$ cat src/design/frlc_pkg.sv
`timescale 1ns / 1ps
// ----------------------------------------------------------------------------
// frlc_pkg
// Shared types, sizes and helpers of the flash ring log cursor: ring
// geometry, opcode and register index codes, and the channel payloads.
// ----------------------------------------------------------------------------
package frlc_pkg;

    // Ring geometry
    localparam int PAGE_BYTES     = 2048;
    localparam int SLOT_BYTES     = 104;
    localparam int SLOTS_PER_PAGE = 19;
    localparam int PAGE_COUNT     = 40;
    localparam int BANK_PAGES     = 256;
    localparam int SLOT_TOTAL     = PAGE_COUNT * SLOTS_PER_PAGE;

    // Field widths
    localparam int OPC_W  = 3;
    localparam int IDX_W  = 10;
    localparam int SEQ_W  = 16;
    localparam int TIME_W = 32;
    localparam int ADDR_W = 32;
    localparam int FPG_W  = 9;
    localparam int EPG_W  = 8;
    localparam int CFG_W  = 32;
    localparam int CFGI_W = 2;

    // Internal widths
    localparam int PAGE_W = ($clog2(PAGE_COUNT) > 0) ? $clog2(PAGE_COUNT) : 1;
    localparam int SLOT_W = ($clog2(SLOTS_PER_PAGE) > 0) ? $clog2(SLOTS_PER_PAGE) : 1;
    localparam int ABS_W  = 11;

    // Reciprocal for the slot-to-page split: exact for any 10-bit index,
    // since the rounding error times 1023 stays below 2**RECIP_SHIFT.
    localparam int RECIP_SHIFT = 20;
    localparam int RECIP       = (2**RECIP_SHIFT + SLOTS_PER_PAGE - 1) / SLOTS_PER_PAGE;
    localparam int RECIP_W     = RECIP_SHIFT + 1;

    // Reset values of the configuration registers
    localparam logic [TIME_W-1:0] PERIOD_RESET = TIME_W'(1000);
    localparam logic [TIME_W-1:0] STOP_RESET   = '1;

    typedef enum logic [OPC_W-1:0] {
        OP_BEGIN_SCAN  = 3'd0,
        OP_SCAN_SLOT   = 3'd1,
        OP_FINISH_SCAN = 3'd2,
        OP_STORE_NOW   = 3'd3,
        OP_TIME_TICK   = 3'd4
    } t_opcode;

    typedef enum logic [CFGI_W-1:0] {
        CFG_BASE_ADDR  = 2'd0,
        CFG_FIRST_PAGE = 2'd1,
        CFG_PERIOD     = 2'd2,
        CFG_STOP_TIME  = 2'd3
    } t_cfg_idx;

    typedef struct packed {
        logic [OPC_W-1:0]  opcode;
        logic [IDX_W-1:0]  slot_index;
        logic              slot_valid;
        logic [SEQ_W-1:0]  slot_seq;
        logic [TIME_W-1:0] now_ms;
    } t_in_item;

    typedef struct packed {
        logic              erase_now;
        logic              erase_bank;
        logic [EPG_W-1:0]  erase_page;
        logic              program_now;
        logic [ADDR_W-1:0] program_addr;
        logic [SEQ_W-1:0]  record_seq;
        logic [IDX_W-1:0]  next_write_index;
        logic              newest_found;
        logic [IDX_W-1:0]  newest_index;
        logic [SEQ_W-1:0]  newest_stamp;
    } t_out_item;

    // Wrap-aware compare: a is newer than b within half the sequence space
    function automatic logic seq_newer(input logic [SEQ_W-1:0] a,
                                       input logic [SEQ_W-1:0] b);
        logic [SEQ_W-1:0] d;
        d = a - b;
        return (d != '0) && !d[SEQ_W-1];
    endfunction

endpackage

$ cat src/design/frlc_in_if.sv
`timescale 1ns / 1ps
// ----------------------------------------------------------------------------
// frlc_in_if
// Event channel into the cursor block: valid/ready plus one event.
// ----------------------------------------------------------------------------
interface frlc_in_if;
    logic                          valid;
    logic                          ready;
    logic [frlc_pkg::OPC_W-1:0]    opcode;
    logic [frlc_pkg::IDX_W-1:0]    slot_index;
    logic                          slot_valid;
    logic [frlc_pkg::SEQ_W-1:0]    slot_seq;
    logic [frlc_pkg::TIME_W-1:0]   now_ms;

    modport source (output valid, opcode, slot_index, slot_valid, slot_seq, now_ms,
                    input ready);
    modport sink   (input valid, opcode, slot_index, slot_valid, slot_seq, now_ms,
                    output ready);
endinterface

$ cat src/design/frlc_out_if.sv
`timescale 1ns / 1ps
// ----------------------------------------------------------------------------
// frlc_out_if
// Result channel of the cursor block: valid/ready plus one result.
// ----------------------------------------------------------------------------
interface frlc_out_if;
    logic                          valid;
    logic                          ready;
    logic                          erase_now;
    logic                          erase_bank;
    logic [frlc_pkg::EPG_W-1:0]    erase_page;
    logic                          program_now;
    logic [frlc_pkg::ADDR_W-1:0]   program_addr;
    logic [frlc_pkg::SEQ_W-1:0]    record_seq;
    logic [frlc_pkg::IDX_W-1:0]    next_write_index;
    logic                          newest_found;
    logic [frlc_pkg::IDX_W-1:0]    newest_index;
    logic [frlc_pkg::SEQ_W-1:0]    newest_stamp;

    modport source (output valid, erase_now, erase_bank, erase_page, program_now,
                    program_addr, record_seq, next_write_index, newest_found,
                    newest_index, newest_stamp,
                    input ready);
    modport sink   (input valid, erase_now, erase_bank, erase_page, program_now,
                    program_addr, record_seq, next_write_index, newest_found,
                    newest_index, newest_stamp,
                    output ready);
endinterface

$ cat src/design/flash_ring_log_cursor_top.sv
`timescale 1ns / 1ps
// ----------------------------------------------------------------------------
// flash_ring_log_cursor_top
// Write cursor of a flash ring of fixed-size records: recovery scan,
// store addressing with page erase requests, and periodic store timing.
// ----------------------------------------------------------------------------
// Usage:
//   i_in   event channel (valid/ready): begin scan, scan slot, finish scan,
//          store now, time tick, each with its slot and time fields.
//   o_out  result channel (valid/ready): one result per event, carrying the
//          erase and program requests and the cursor and scan state.
//   i_cfg_* write port for the four configuration registers; write only
//          while no event is in flight.
//   From input transaction to result, the event lands in the input
//   register, is decoded and applied to the cursor state in
//   combinational logic, and the result is held in the output register.
//   Throughput is one transaction per cycle while the receiver takes
//   results; the critical path is the reciprocal multiply that splits
//   the cursor into page and slot, followed by the address add.
//   When the receiver stalls, the result register holds and one more event
//   waits in the input register; i_in.ready drops only when both are full.
//   Synchronous reset clears the cursor, sequence, timer and scan state to
//   zero, loads the register defaults and empties both stages.
// ----------------------------------------------------------------------------
module flash_ring_log_cursor_top (
    input  logic                         i_clk,
    input  logic                         i_rst_n,
    frlc_in_if.sink                      i_in,
    frlc_out_if.source                   o_out,
    input  logic                         i_cfg_we,
    input  logic [frlc_pkg::CFGI_W-1:0]  i_cfg_idx,
    input  logic [frlc_pkg::CFG_W-1:0]   i_cfg_data
);

    localparam int IDX_W  = frlc_pkg::IDX_W;
    localparam int SEQ_W  = frlc_pkg::SEQ_W;
    localparam int TIME_W = frlc_pkg::TIME_W;
    localparam int ADDR_W = frlc_pkg::ADDR_W;
    localparam int PAGE_W = frlc_pkg::PAGE_W;
    localparam int SLOT_W = frlc_pkg::SLOT_W;
    localparam int ABS_W  = frlc_pkg::ABS_W;
    localparam int PROD_W = IDX_W + frlc_pkg::RECIP_W;

    // Configuration registers
    logic [ADDR_W-1:0]          r_base_addr;
    logic [frlc_pkg::FPG_W-1:0] r_first_page;
    logic [TIME_W-1:0]          r_period;
    logic [TIME_W-1:0]          r_stop_time;

    // Cursor and scan state
    logic [IDX_W-1:0]  r_write_cursor, n_write_cursor;
    logic [SEQ_W-1:0]  r_next_seq,     n_next_seq;
    logic [TIME_W-1:0] r_last_store,   n_last_store;
    logic [IDX_W-1:0]  r_best_slot,    n_best_slot;
    logic [SEQ_W-1:0]  r_best_stamp,   n_best_stamp;
    logic              r_best_seen,    n_best_seen;

    // Pipeline stages
    logic                 r_in_vld;
    frlc_pkg::t_in_item   r_in;
    logic                 r_out_vld;
    frlc_pkg::t_out_item  r_out, n_out;
    logic                 w_adv;

    // Store address datapath
    logic [PROD_W-1:0] w_prod;
    logic [PAGE_W-1:0] w_page;
    logic [IDX_W-1:0]  w_slot_full;
    logic [SLOT_W-1:0] w_slot;
    logic [ABS_W-1:0]  w_abs_page;
    logic              w_bank;
    logic [ABS_W-1:0]  w_bank_page;
    logic [ADDR_W-1:0] w_addr;
    logic [IDX_W-1:0]  w_cursor_inc;
    logic [IDX_W-1:0]  w_best_inc;
    logic              w_do_store;
    logic              w_tick_due;

    // Handshake: advance when the result register is free or being drained
    assign w_adv      = r_in_vld && (!r_out_vld || o_out.ready);
    assign i_in.ready = !r_in_vld || !r_out_vld || o_out.ready;

    // Configuration writes
    always_ff @(posedge i_clk) begin
        if (!i_rst_n) begin
            r_base_addr  <= '0;
            r_first_page <= '0;
            r_period     <= frlc_pkg::PERIOD_RESET;
            r_stop_time  <= frlc_pkg::STOP_RESET;
        end else if (i_cfg_we) begin
            unique case (frlc_pkg::t_cfg_idx'(i_cfg_idx))
                frlc_pkg::CFG_BASE_ADDR:  r_base_addr  <= i_cfg_data;
                frlc_pkg::CFG_FIRST_PAGE: r_first_page <= i_cfg_data[frlc_pkg::FPG_W-1:0];
                frlc_pkg::CFG_PERIOD:     r_period     <= i_cfg_data;
                frlc_pkg::CFG_STOP_TIME:  r_stop_time  <= i_cfg_data;
                default: ;
            endcase
        end
    end

    // Split the cursor into page and slot within the page
    assign w_prod      = PROD_W'(r_write_cursor) * PROD_W'(frlc_pkg::RECIP);
    assign w_page      = w_prod[frlc_pkg::RECIP_SHIFT +: PAGE_W];
    assign w_slot_full = r_write_cursor
                         - IDX_W'(IDX_W'(w_page) * IDX_W'(frlc_pkg::SLOTS_PER_PAGE));
    assign w_slot      = w_slot_full[SLOT_W-1:0];

    // Erase target: absolute page, folded into the second bank when past it
    assign w_abs_page  = ABS_W'(r_first_page) + ABS_W'(w_page);
    assign w_bank      = (w_abs_page >= ABS_W'(frlc_pkg::BANK_PAGES));
    assign w_bank_page = w_bank ? (w_abs_page - ABS_W'(frlc_pkg::BANK_PAGES)) : w_abs_page;

    // Slot byte address, wrapping modulo 2**32
    assign w_addr = r_base_addr
                    + ADDR_W'(w_page) * ADDR_W'(frlc_pkg::PAGE_BYTES)
                    + ADDR_W'(w_slot) * ADDR_W'(frlc_pkg::SLOT_BYTES);

    // Ring increments of the cursor and of the newest slot
    assign w_cursor_inc = (r_write_cursor == IDX_W'(frlc_pkg::SLOT_TOTAL - 1))
                          ? '0 : r_write_cursor + IDX_W'(1);
    assign w_best_inc   = (r_best_slot == IDX_W'(frlc_pkg::SLOT_TOTAL - 1))
                          ? '0 : r_best_slot + IDX_W'(1);

    // Periodic store is due once the period has run and before stop time
    assign w_tick_due = (r_in.now_ms < r_stop_time)
                        && ((r_in.now_ms - r_last_store) >= r_period);

    // Decode the event and work out the next state and the result
    always_comb begin
        n_write_cursor = r_write_cursor;
        n_next_seq     = r_next_seq;
        n_last_store   = r_last_store;
        n_best_slot    = r_best_slot;
        n_best_stamp   = r_best_stamp;
        n_best_seen    = r_best_seen;
        w_do_store     = 1'b0;

        unique case (frlc_pkg::t_opcode'(r_in.opcode))
            frlc_pkg::OP_BEGIN_SCAN: begin
                n_best_seen  = 1'b0;
                n_best_slot  = '0;
                n_best_stamp = '0;
            end
            frlc_pkg::OP_SCAN_SLOT: begin
                if ((r_in.slot_index < IDX_W'(frlc_pkg::SLOT_TOTAL)) && r_in.slot_valid
                    && (!r_best_seen
                        || frlc_pkg::seq_newer(r_in.slot_seq, r_best_stamp))) begin
                    n_best_seen  = 1'b1;
                    n_best_slot  = r_in.slot_index;
                    n_best_stamp = r_in.slot_seq;
                end
            end
            frlc_pkg::OP_FINISH_SCAN: begin
                n_next_seq     = r_best_seen ? r_best_stamp + SEQ_W'(1) : '0;
                n_write_cursor = r_best_seen ? w_best_inc : '0;
                n_last_store   = r_in.now_ms;
            end
            frlc_pkg::OP_STORE_NOW: begin
                w_do_store = 1'b1;
            end
            frlc_pkg::OP_TIME_TICK: begin
                w_do_store = w_tick_due;
            end
            default: ;
        endcase

        // Advance the cursor on a store
        if (w_do_store) begin
            n_next_seq     = r_next_seq + SEQ_W'(1);
            n_write_cursor = w_cursor_inc;
            n_last_store   = r_in.now_ms;
        end

        n_out.erase_now        = w_do_store && (w_slot == '0);
        n_out.erase_bank       = n_out.erase_now && w_bank;
        n_out.erase_page       = n_out.erase_now ? w_bank_page[frlc_pkg::EPG_W-1:0] : '0;
        n_out.program_now      = w_do_store;
        n_out.program_addr     = w_do_store ? w_addr : '0;
        n_out.record_seq       = w_do_store ? r_next_seq : '0;
        n_out.next_write_index = n_write_cursor;
        n_out.newest_found     = n_best_seen;
        n_out.newest_index     = n_best_slot;
        n_out.newest_stamp     = n_best_stamp;
    end

    // Input register: capture an event on every input transaction
    always_ff @(posedge i_clk) begin
        if (!i_rst_n) begin
            r_in_vld <= 1'b0;
        end else if (i_in.valid && i_in.ready) begin
            r_in_vld <= 1'b1;
        end else if (w_adv) begin
            r_in_vld <= 1'b0;
        end
    end

    always_ff @(posedge i_clk) begin
        if (i_in.valid && i_in.ready) begin
            r_in.opcode     <= i_in.opcode;
            r_in.slot_index <= i_in.slot_index;
            r_in.slot_valid <= i_in.slot_valid;
            r_in.slot_seq   <= i_in.slot_seq;
            r_in.now_ms     <= i_in.now_ms;
        end
    end

    // Commit state and result together when the event advances
    always_ff @(posedge i_clk) begin
        if (!i_rst_n) begin
            r_out_vld      <= 1'b0;
            r_write_cursor <= '0;
            r_next_seq     <= '0;
            r_last_store   <= '0;
            r_best_slot    <= '0;
            r_best_stamp   <= '0;
            r_best_seen    <= 1'b0;
        end else if (w_adv) begin
            r_out_vld      <= 1'b1;
            r_write_cursor <= n_write_cursor;
            r_next_seq     <= n_next_seq;
            r_last_store   <= n_last_store;
            r_best_slot    <= n_best_slot;
            r_best_stamp   <= n_best_stamp;
            r_best_seen    <= n_best_seen;
        end else if (o_out.ready) begin
            r_out_vld <= 1'b0;
        end
    end

    always_ff @(posedge i_clk) begin
        if (w_adv) begin
            r_out <= n_out;
        end
    end

    // Drive the result channel
    assign o_out.valid            = r_out_vld;
    assign o_out.erase_now        = r_out.erase_now;
    assign o_out.erase_bank       = r_out.erase_bank;
    assign o_out.erase_page       = r_out.erase_page;
    assign o_out.program_now      = r_out.program_now;
    assign o_out.program_addr     = r_out.program_addr;
    assign o_out.record_seq       = r_out.record_seq;
    assign o_out.next_write_index = r_out.next_write_index;
    assign o_out.newest_found     = r_out.newest_found;
    assign o_out.newest_index     = r_out.newest_index;
    assign o_out.newest_stamp     = r_out.newest_stamp;

    // Cursor never leaves the ring
    a_cursor_in_ring: assert property (@(posedge i_clk) disable iff (!i_rst_n)
        r_write_cursor < IDX_W'(frlc_pkg::SLOT_TOTAL))
        else $error("write cursor outside the ring");

    // A kept record always names a slot of the ring
    a_best_in_ring: assert property (@(posedge i_clk) disable iff (!i_rst_n)
        r_best_seen |-> (r_best_slot < IDX_W'(frlc_pkg::SLOT_TOTAL)))
        else $error("newest slot outside the ring");

    // A forced store always yields a program request
    a_store_programs: assert property (@(posedge i_clk) disable iff (!i_rst_n)
        (w_adv && (r_in.opcode == frlc_pkg::OP_STORE_NOW))
        |=> (r_out_vld && r_out.program_now))
        else $error("store event without program request");

    // Erase is only requested together with a program request
    a_erase_with_program: assert property (@(posedge i_clk) disable iff (!i_rst_n)
        (r_out_vld && r_out.erase_now) |-> r_out.program_now)
        else $error("erase request without program request");

endmodule
$ cat src/flat_wrapper.sv
// flat-port wrapper written by rule: the top's interface ports become plain ports
module flash_ring_log_cursor_top_flat 
  (i_clk, i_rst_n, i_cfg_we, i_cfg_idx, i_cfg_data, i_in_valid, i_in_opcode, i_in_slot_index, i_in_slot_valid, i_in_slot_seq, i_in_now_ms, i_in_ready, o_out_valid, o_out_erase_now, o_out_erase_bank, o_out_erase_page, o_out_program_now, o_out_program_addr, o_out_record_seq, o_out_next_write_index, o_out_newest_found, o_out_newest_index, o_out_newest_stamp, o_out_ready);
  frlc_in_if i_in_i ();
  frlc_out_if o_out_i ();
  input  logic i_clk;
  input  logic i_rst_n;
  input  logic i_cfg_we;
  input  logic [frlc_pkg::CFGI_W-1:0] i_cfg_idx;
  input  logic [frlc_pkg::CFG_W-1:0] i_cfg_data;
  input wire logic [$bits(i_in_i.valid)-1:0] i_in_valid;
  input wire logic [$bits(i_in_i.opcode)-1:0] i_in_opcode;
  input wire logic [$bits(i_in_i.slot_index)-1:0] i_in_slot_index;
  input wire logic [$bits(i_in_i.slot_valid)-1:0] i_in_slot_valid;
  input wire logic [$bits(i_in_i.slot_seq)-1:0] i_in_slot_seq;
  input wire logic [$bits(i_in_i.now_ms)-1:0] i_in_now_ms;
  output wire logic [$bits(i_in_i.ready)-1:0] i_in_ready;
  output wire logic [$bits(o_out_i.valid)-1:0] o_out_valid;
  output wire logic [$bits(o_out_i.erase_now)-1:0] o_out_erase_now;
  output wire logic [$bits(o_out_i.erase_bank)-1:0] o_out_erase_bank;
  output wire logic [$bits(o_out_i.erase_page)-1:0] o_out_erase_page;
  output wire logic [$bits(o_out_i.program_now)-1:0] o_out_program_now;
  output wire logic [$bits(o_out_i.program_addr)-1:0] o_out_program_addr;
  output wire logic [$bits(o_out_i.record_seq)-1:0] o_out_record_seq;
  output wire logic [$bits(o_out_i.next_write_index)-1:0] o_out_next_write_index;
  output wire logic [$bits(o_out_i.newest_found)-1:0] o_out_newest_found;
  output wire logic [$bits(o_out_i.newest_index)-1:0] o_out_newest_index;
  output wire logic [$bits(o_out_i.newest_stamp)-1:0] o_out_newest_stamp;
  input wire logic [$bits(o_out_i.ready)-1:0] o_out_ready;
  assign i_in_i.valid = i_in_valid;
  assign i_in_i.opcode = i_in_opcode;
  assign i_in_i.slot_index = i_in_slot_index;
  assign i_in_i.slot_valid = i_in_slot_valid;
  assign i_in_i.slot_seq = i_in_slot_seq;
  assign i_in_i.now_ms = i_in_now_ms;
  assign i_in_ready = i_in_i.ready;
  assign o_out_valid = o_out_i.valid;
  assign o_out_erase_now = o_out_i.erase_now;
  assign o_out_erase_bank = o_out_i.erase_bank;
  assign o_out_erase_page = o_out_i.erase_page;
  assign o_out_program_now = o_out_i.program_now;
  assign o_out_program_addr = o_out_i.program_addr;
  assign o_out_record_seq = o_out_i.record_seq;
  assign o_out_next_write_index = o_out_i.next_write_index;
  assign o_out_newest_found = o_out_i.newest_found;
  assign o_out_newest_index = o_out_i.newest_index;
  assign o_out_newest_stamp = o_out_i.newest_stamp;
  assign o_out_i.ready = o_out_ready;
  flash_ring_log_cursor_top u_core (.i_clk(i_clk), .i_rst_n(i_rst_n), .i_in(i_in_i), .o_out(o_out_i), .i_cfg_we(i_cfg_we), .i_cfg_idx(i_cfg_idx), .i_cfg_data(i_cfg_data));
endmodule
$ cat config.mk
export PLATFORM = sky130hd
export DESIGN_NAME = flash_ring_log_cursor_top_flat
export DESIGN_NICKNAME = d
export VERILOG_FILES = /design/src/design/frlc_pkg.sv /design/src/design/frlc_in_if.sv /design/src/design/frlc_out_if.sv /design/src/design/flash_ring_log_cursor_top.sv /design/src/flat_wrapper.sv
export SDC_FILE = /design/constraint.sdc
export NUM_CORES = 1
export LEC_CHECK = 0
export BUFFER_PORTS_ARGS = -buffer_cell sky130_fd_sc_hd__buf_2
export CELL_PAD_IN_SITES_DETAIL_PLACEMENT = 1
export CELL_PAD_IN_SITES_GLOBAL_PLACEMENT = 1
export CORE_ASPECT_RATIO = 1.75
export CORE_MARGIN = 2
export CORE_UTILIZATION = 51
export DETAILED_ROUTE_END_ITERATION = 8
export GPL_TIMING_DRIVEN = 1
export PLACE_DENSITY = 0.94
export SKIP_CTS_REPAIR_TIMING = 1
export SLEW_MARGIN = 0
export SYNTH_ARGS = -nofsm -noshare
export SYNTH_HDL_FRONTEND = slang
export SYNTH_SLANG_ARGS = --single-unit
$ cat constraint.sdc
create_clock -name i_clk -period 20.5 [get_ports i_clk]
set_clock_uncertainty 0.15 [all_clocks]
set_input_delay 1.025 -clock i_clk [delete_from_list [all_inputs] [get_ports i_clk]]
set_output_delay 1.025 -clock i_clk [all_outputs]
set_load 0.01 [all_outputs]
=== Word-level counts from Yosys, hierarchy flattened ===
Index checks and enable logic that the tools add are counted.
W data, S select, Z words.

* Add/subtract/negate cells: 11
* Equality and inequality tests: 9
* Muxes and demuxes: 22
* Order comparisons: 4
* $mul: 3
* Reductions and logical operators: 28

{| class="wikitable"
|+ Operator list
! cell !! count
|-
| $mux W16 || 4
|-
| $mux W32 || 2
|-
| $mux W10 || 6
|-
| $add A16 B1 Y16 const B || 2
|-
| $add A32 B12 Y32 || 1
|-
| $add A32 B17 Y32 || 1
|-
| $ge A32 B32 Y1 || 1
|-
| $lt A32 B32 Y1 || 1
|-
| $pmux W16 S2 || 1
|-
| $sub A32 B32 Y32 || 1
|-
| $mul A10 B16 Y26 const B || 1
|-
| $add A10 B1 Y10 const B || 2
|-
| $eq A10 B10 Y1 const B || 2
|-
| $pmux W10 S2 || 1
|-
| $reduce_bool A16 Y1 || 1
|-
| $sub A16 B16 Y16 || 1
|-
| $add A9 B6 Y10 || 1
|-
| $ge A10 B9 Y1 const B || 1
|-
| $lt A10 B10 Y1 const B || 1
|-
| $reduce_and A2 Y1 || 5
|-
| $mul A5 B4 Y9 const B || 1
|-
| $logic_and A1 B1 Y1 || 8
|-
| $mux W8 || 1
|-
| $sub A8 B1 Y8 const B || 1
|-
| 15 further kinds || 30
|}

* Register bits: 350
* Output and inout port bits: 98
* Logic and storage cells: 104

=== Longest topological paths before layout ===
* Depth in word-level cells: 7
* Gate-level depth with buffers: 50
* Mapped depth without buffers: 50

=== Worst setup path after synthesis ===
OpenSTA, ideal clock, no wires.

* Kind: reg-to-reg
* From: reg u_core.r_write_cursor[1]
* To: reg u_core.r_out (netlist bit u_core.o_out.program_addr[22]), data pin
* Setup time: 0.266 ns
* Clock period less this slack: 10.915 ns
* Data arrival time: 10.499 ns
* Setup slack: 9.585 ns
* Stages on the path, launching flop included: 47
* Data required time: 20.084 ns
* Cells stage by stage: dfxtp_1 fa_1 ha_1 fa_1 inv_1 fa_1 fa_1 inv_1 ha_1 nand2_1 o21ai_0 a32oi_2 a21boi_0 a2111oi_0 o21ai_0 a21oi_1 xnor2_1 xor2_1 [... 11 more ...] ha_1 a21o_1 a21oi_1 o21bai_1 a21oi_1 xnor2_1 xor2_1 ha_1 a21o_1 ha_1 and3_1 a31o_2 o41ai_1 nor2_1 nor3_1 nor4bb_1 xnor2_1 nor2_1

* Longest elaborated chain between the ends: 5
* Elaborated cells between the ends (all ways): 6
* Classes of those cells: add/sub (3); mul (3)

{| class="wikitable"
|+ Ends and longest elaborated chain
! what !! RTL line !! text
|-
| from (decl) || flash_ring_log_cursor_top.sv:51 || <nowiki>logic [IDX_W-1:0] r_write_cursor, n_write_cursor;</nowiki>
|-
| from (signal assigned) || flash_ring_log_cursor_top.sv:219 || <nowiki>r_write_cursor <= n_write_cursor;</nowiki>
|-
| $mul A10 B16 Y26 || flash_ring_log_cursor_top.sv:102 || <nowiki>assign w_prod = PROD_W'(r_write_cursor) * PROD_W'(frlc_pkg::RECIP);</nowiki>
|-
| $mul A6 B5 Y5 || flash_ring_log_cursor_top.sv:105 || <nowiki>- IDX_W'(IDX_W'(w_page) * IDX_W'(frlc_pkg::SLOTS_PER_PAGE));</nowiki>
|-
| $sub A5 B5 Y5 || flash_ring_log_cursor_top.sv:105 ||
|-
| $mul A5 B4 Y9 || flash_ring_log_cursor_top.sv:116 || <nowiki>+ ADDR_W'(w_slot) * ADDR_W'(frlc_pkg::SLOT_BYTES);</nowiki>
|-
| $add A32 B12 Y32 * || flash_ring_log_cursor_top.sv:116 ||
|-
| to (signal assigned) || flash_ring_log_cursor_top.sv:232 || <nowiki>r_out <= n_out;</nowiki>
|-
| to (decl) || flash_ring_log_cursor_top.sv:62 || <nowiki>frlc_pkg::t_out_item r_out, n_out;</nowiki>
|}

Every way passes the cells marked *; elsewhere a longest branch is shown, timed or not.
A chain may end at the register's enable or synchronous reset.

=== Worst setup path after layout ===
* From: reg u_core.r_write_cursor[2]
* To: reg u_core.r_out (netlist bit u_core.o_out.program_addr[26]), data pin

Same word-level chain as after synthesis.

==> metrics.log <==
[metrics] cell area after layout: roughly 0.025 sq mm
[metrics] worst hold-check path type: reg2reg
[metrics] startpoint class of the critical path: flip-flop
[metrics] sink of the worst hold path: u_core.r_base_addr[0]$_SDFFE_PN0P_
[metrics] htree depth: 2
[metrics] data arrival time of the critical path: between 10,000 and 15,000 ps
[metrics] most repeated cell in the gate-level netlist after synthesis: nand2_1
[metrics] clock root buffer master: clkbuf_16
[metrics] routed vias: a little under 20,000
[metrics] reg-to-reg critical path endpoint: u_core.o_out.program_addr[26]$_SDFFCE_PN0P_
[metrics] count of input and output buffers: between 150 and 200
[metrics] sequential area share after synthesis: 37.7%
[metrics] clk_lat worst skew: 550 ps
[metrics] average size of a mapped cell: 9.30 sq um
[metrics] internal power component: roughly 1.4 mW
[metrics] drt drc: 0
[metrics] relative slew slack: a little over a fifth
[metrics] area of the die: 0.0464 sq mm
[metrics] Remaining Overflow, GRT: 0
[metrics] reported leakage power: around 11 nW
[metrics] setup TNS: 0 ps
[metrics] via count of the first global-routing pass: 21,400
[metrics] outcome: finished clean
[metrics] power share of the combinational group: 29.4%
[metrics] slowest cell delay on critical path: a little under 800 ps
[metrics] die span in y: between 200 and 300 microns
[metrics] library cells used by synthesis: between 90 and 100
[metrics] I/O pins: between 150 and 200
[metrics] path depth of the worst reg2reg path: 47
[metrics] Max clock buf depth: 3
[metrics] placer congestion estimate: approximately 0.92
[metrics] endpoint kind of the worst setup timing path: flip-flop
[metrics] max_cap viols: 0
[metrics] HP Start: u_core.r_base_addr[0]$_SDFFE_PN0P_
[metrics] switching share of power: ~34%
[metrics] cell area after synthesis: approximately 0.023 sq mm
[metrics] slew at the pin closest to its max-slew limit: approximately 1200 ps
[metrics] Area Overhead vs Synth: 11.4%
[metrics] Clk network pwr share: approximately a third
[metrics] post-placement cell area: approximately 0.024 sq mm
[metrics] number of vias per cell after detailed routing: between 6 and 7
[metrics] cell types occupying the most area after synthesis: edfxtp_1 21%, dfxtp_1 17%, ha_1 14%
[metrics] critical path peak fanout: 14
[metrics] share of Yosys cell area claimed by the top area cell type: around a fifth
[metrics] most numerous cell on the critical path: ha_1
[metrics] final worst path period share: a little under two thirds
[metrics] post-synthesis cell count: between 2,000 and 2,500
[metrics] placeable core region: approximately 0.044 sq mm
[metrics] Warnings, synthesis: 0
[metrics] number of clock buffers inserted by TritonCTS: 36
[metrics] Final Routed Wirelength: 72,700 microns
[metrics] first-pass GRT wire length: ~110,000 microns
[metrics] Chip Width: ~160 microns
[metrics] Commonest cells post-synth: 313 x nand2_1, 247 x ha_1, 241 x inv_1
[metrics] slack of the worst reg-to-reg path: about 7500 ps
[metrics] routed len/inst: ~23 microns
[metrics] count of antenna diodes in the layout: 0
[metrics] critical path type: reg2reg
[metrics] count of flip-flops with a built-in enable after synthesis: 158
[metrics] Detailed Place HPWL: 55,600 microns
[metrics] Clock transition at path regs: roughly 70 ps
[metrics] initial antenna violation count: 5
[metrics] min cycle time layout: around 13,000 ps
[metrics] Highest Clock Rate: around 0.077 GHz
[metrics] flip-flop and latch count after synthesis: 350
[metrics] largest area contributor in the synthesized netlist: edfxtp_1
[metrics] share of cells above drive strength 1: a little under an eighth
[metrics] Post-synth ARST share: 0%
[metrics] net switching power: just under 0.7 mW
[metrics] endpoint required time on the critical path: about 21,000 ps
[metrics] drt first pass iters: 5
[metrics] worst-case hold slack: approximately 300 ps
[metrics] Crit-path slowest cell: dfxtp_1
[metrics] # setup viols final: 0
[metrics] Rows: between 100 and 150
[metrics] total track usage: between 30 and 40%
[metrics] share of total power in sequential cells: between 30% and 40%
[metrics] starting density of the core: 51.6%
[metrics] Iter 0 DRT Violations: approximately 1,100
[metrics] unrepaired setup endpoints after global routing: no
[metrics] Power Dens Cells: 81.3 mW/mm^2
[metrics] most used flip-flop cell after synthesis: dfxtp_1
[metrics] number of hold violations in the final report: 0
[metrics] pin count of the biggest net entering global routing: around 90
[metrics] remaining number of nets flagged by the antenna check after routing: 0
[metrics] launch point of the worst reg-to-reg path: u_core.r_write_cursor[2]$_SDFFE_PN0P_
[metrics] Synthesized Nets: 2,849
[metrics] net count of the finished layout: 2,997
[metrics] clk sink count: 350
[metrics] final slew viol count: 0
[metrics] CTS tree: yes
[metrics] IR drop worst, VDD: 0.0000705 V
[metrics] hold path cells: 2
layout by cell type, fill, tap and decap left out, drive strengths merged, types with 12 or more instances in the layout:
cell type / count
nand2: 313
inv: 248
ha: 247
buf: 214
dfxtp: 192
nor2: 166
edfxtp: 158
a21oi: 137
xnor2: 80
mux2i: 74
o21ai: 72
nand3: 67
fa: 53
clkbuf: 53
o211ai: 50
nand4: 46
a21o: 41
nor3: 38
xor2: 36
and2: 31
o31ai: 29
and3: 26
o21a: 19
a31oi: 19
nand2b: 18
o32a: 14
nor2b: 14
or2: 12
metal layers:
layer  track usage [%]  vias to the layer above  share of wire [%]
met5                 0                        -              0.096
li1                  -                     8895                  -
met4              20.2                       10                7.4
met1              30.6                     9560                 34
met3              4.22                      307                4.4
met2              59.1                      647                 54
layout make-up:
type,count,area [sq um]
timing repair buffer,214,1110
clock inverter,12,83.8
tap,572,716
multi-input combinational,1750,12900
fill,5118,18800
clock buffer,53,1070
inverter,244,920
sequential,350,8590
per-stage QoR:
step	total power [mW]	worst slack, ps	util, %	cells
6_report	2.06	7460	57.5	3195
3_3_place_gp	1.35	8380	54.9	3130
3_5_place_dp	1.40	7650	54.9	3130
2_1_floorplan	1.21	9580	-	2448
4_1_cts	2.07	7590	57.5	3195
5_1_grt	2.15	6650	57.5	3195
flip-flops by register name, indices dropped and copies added (netlist names), 16 cells and up:
register and flops:
u_core.o_out.newest_stamp 16, u_core.o_out.program_addr 32, u_core.o_out.record_seq 16, u_core.r_base_addr 32, u_core.r_best_stamp 16, u_core.r_in 62, u_core.r_last_store 32, u_core.r_next_seq 16
u_core.r_period 32, u_core.r_stop_time 32
kinds of logic (layout without fill, tap and decap cells):
kind of cell | count (synthesis) | count (layout) | share of synthesized area (%)
simple gates | 764 | 764 | 15.5
compound gates | 495 | 495 | 14.9
flops | 350 | 350 | 37.7
buf+inv | 348 | 523 | 5.89
fa+ha+maj | 300 | 300 | 18.2
xor+xnor | 116 | 116 | 4.49
mux | 75 | 75 | 3.30
power groups by stage:
stage	Combinational, mW	Sequential, mW	Clock [mW]
floorplan	0.404	0.806	0
CTS	0.602	0.796	0.669
global route	0.663	0.799	0.691
finish	0.606	0.797	0.660
detailed placement	0.589	0.811	0
global placement	0.541	0.809	0
critical path: cells and delay by family (launching register included):
family          cells  cell delay, ps
flops               1             790
simple gates        7            1380
fa+ha+maj          14            5270
buf+inv             6             460
xor+xnor            7            1610
compound gates     13            3070
how the worst max path moves through the flow:
stage / cells past startpoint / endpoint / startpoint
global route: 47 / u_core.o_out.program_addr[30]$_SDFFCE_PN0P_ / u_core.r_write_cursor[2]$_SDFFE_PN0P_
finish: 47 / u_core.o_out.program_addr[26]$_SDFFCE_PN0P_ / u_core.r_write_cursor[2]$_SDFFE_PN0P_
CTS: 47 / u_core.o_out.program_addr[26]$_SDFFCE_PN0P_ / u_core.r_write_cursor[2]$_SDFFE_PN0P_
global placement: 46 / u_core.o_out.program_addr[22]$_SDFFCE_PN0P_ / u_core.r_write_cursor[2]$_SDFFE_PN0P_
detailed placement: 45 / u_core.o_out.program_addr[26]$_SDFFCE_PN0P_ / u_core.r_write_cursor[2]$_SDFFE_PN0P_
floorplan: 46 / u_core.o_out.program_addr[22]$_SDFFCE_PN0P_ / u_core.r_write_cursor[1]$_SDFFE_PN0P_
Power figures use the tool's default switching activity.
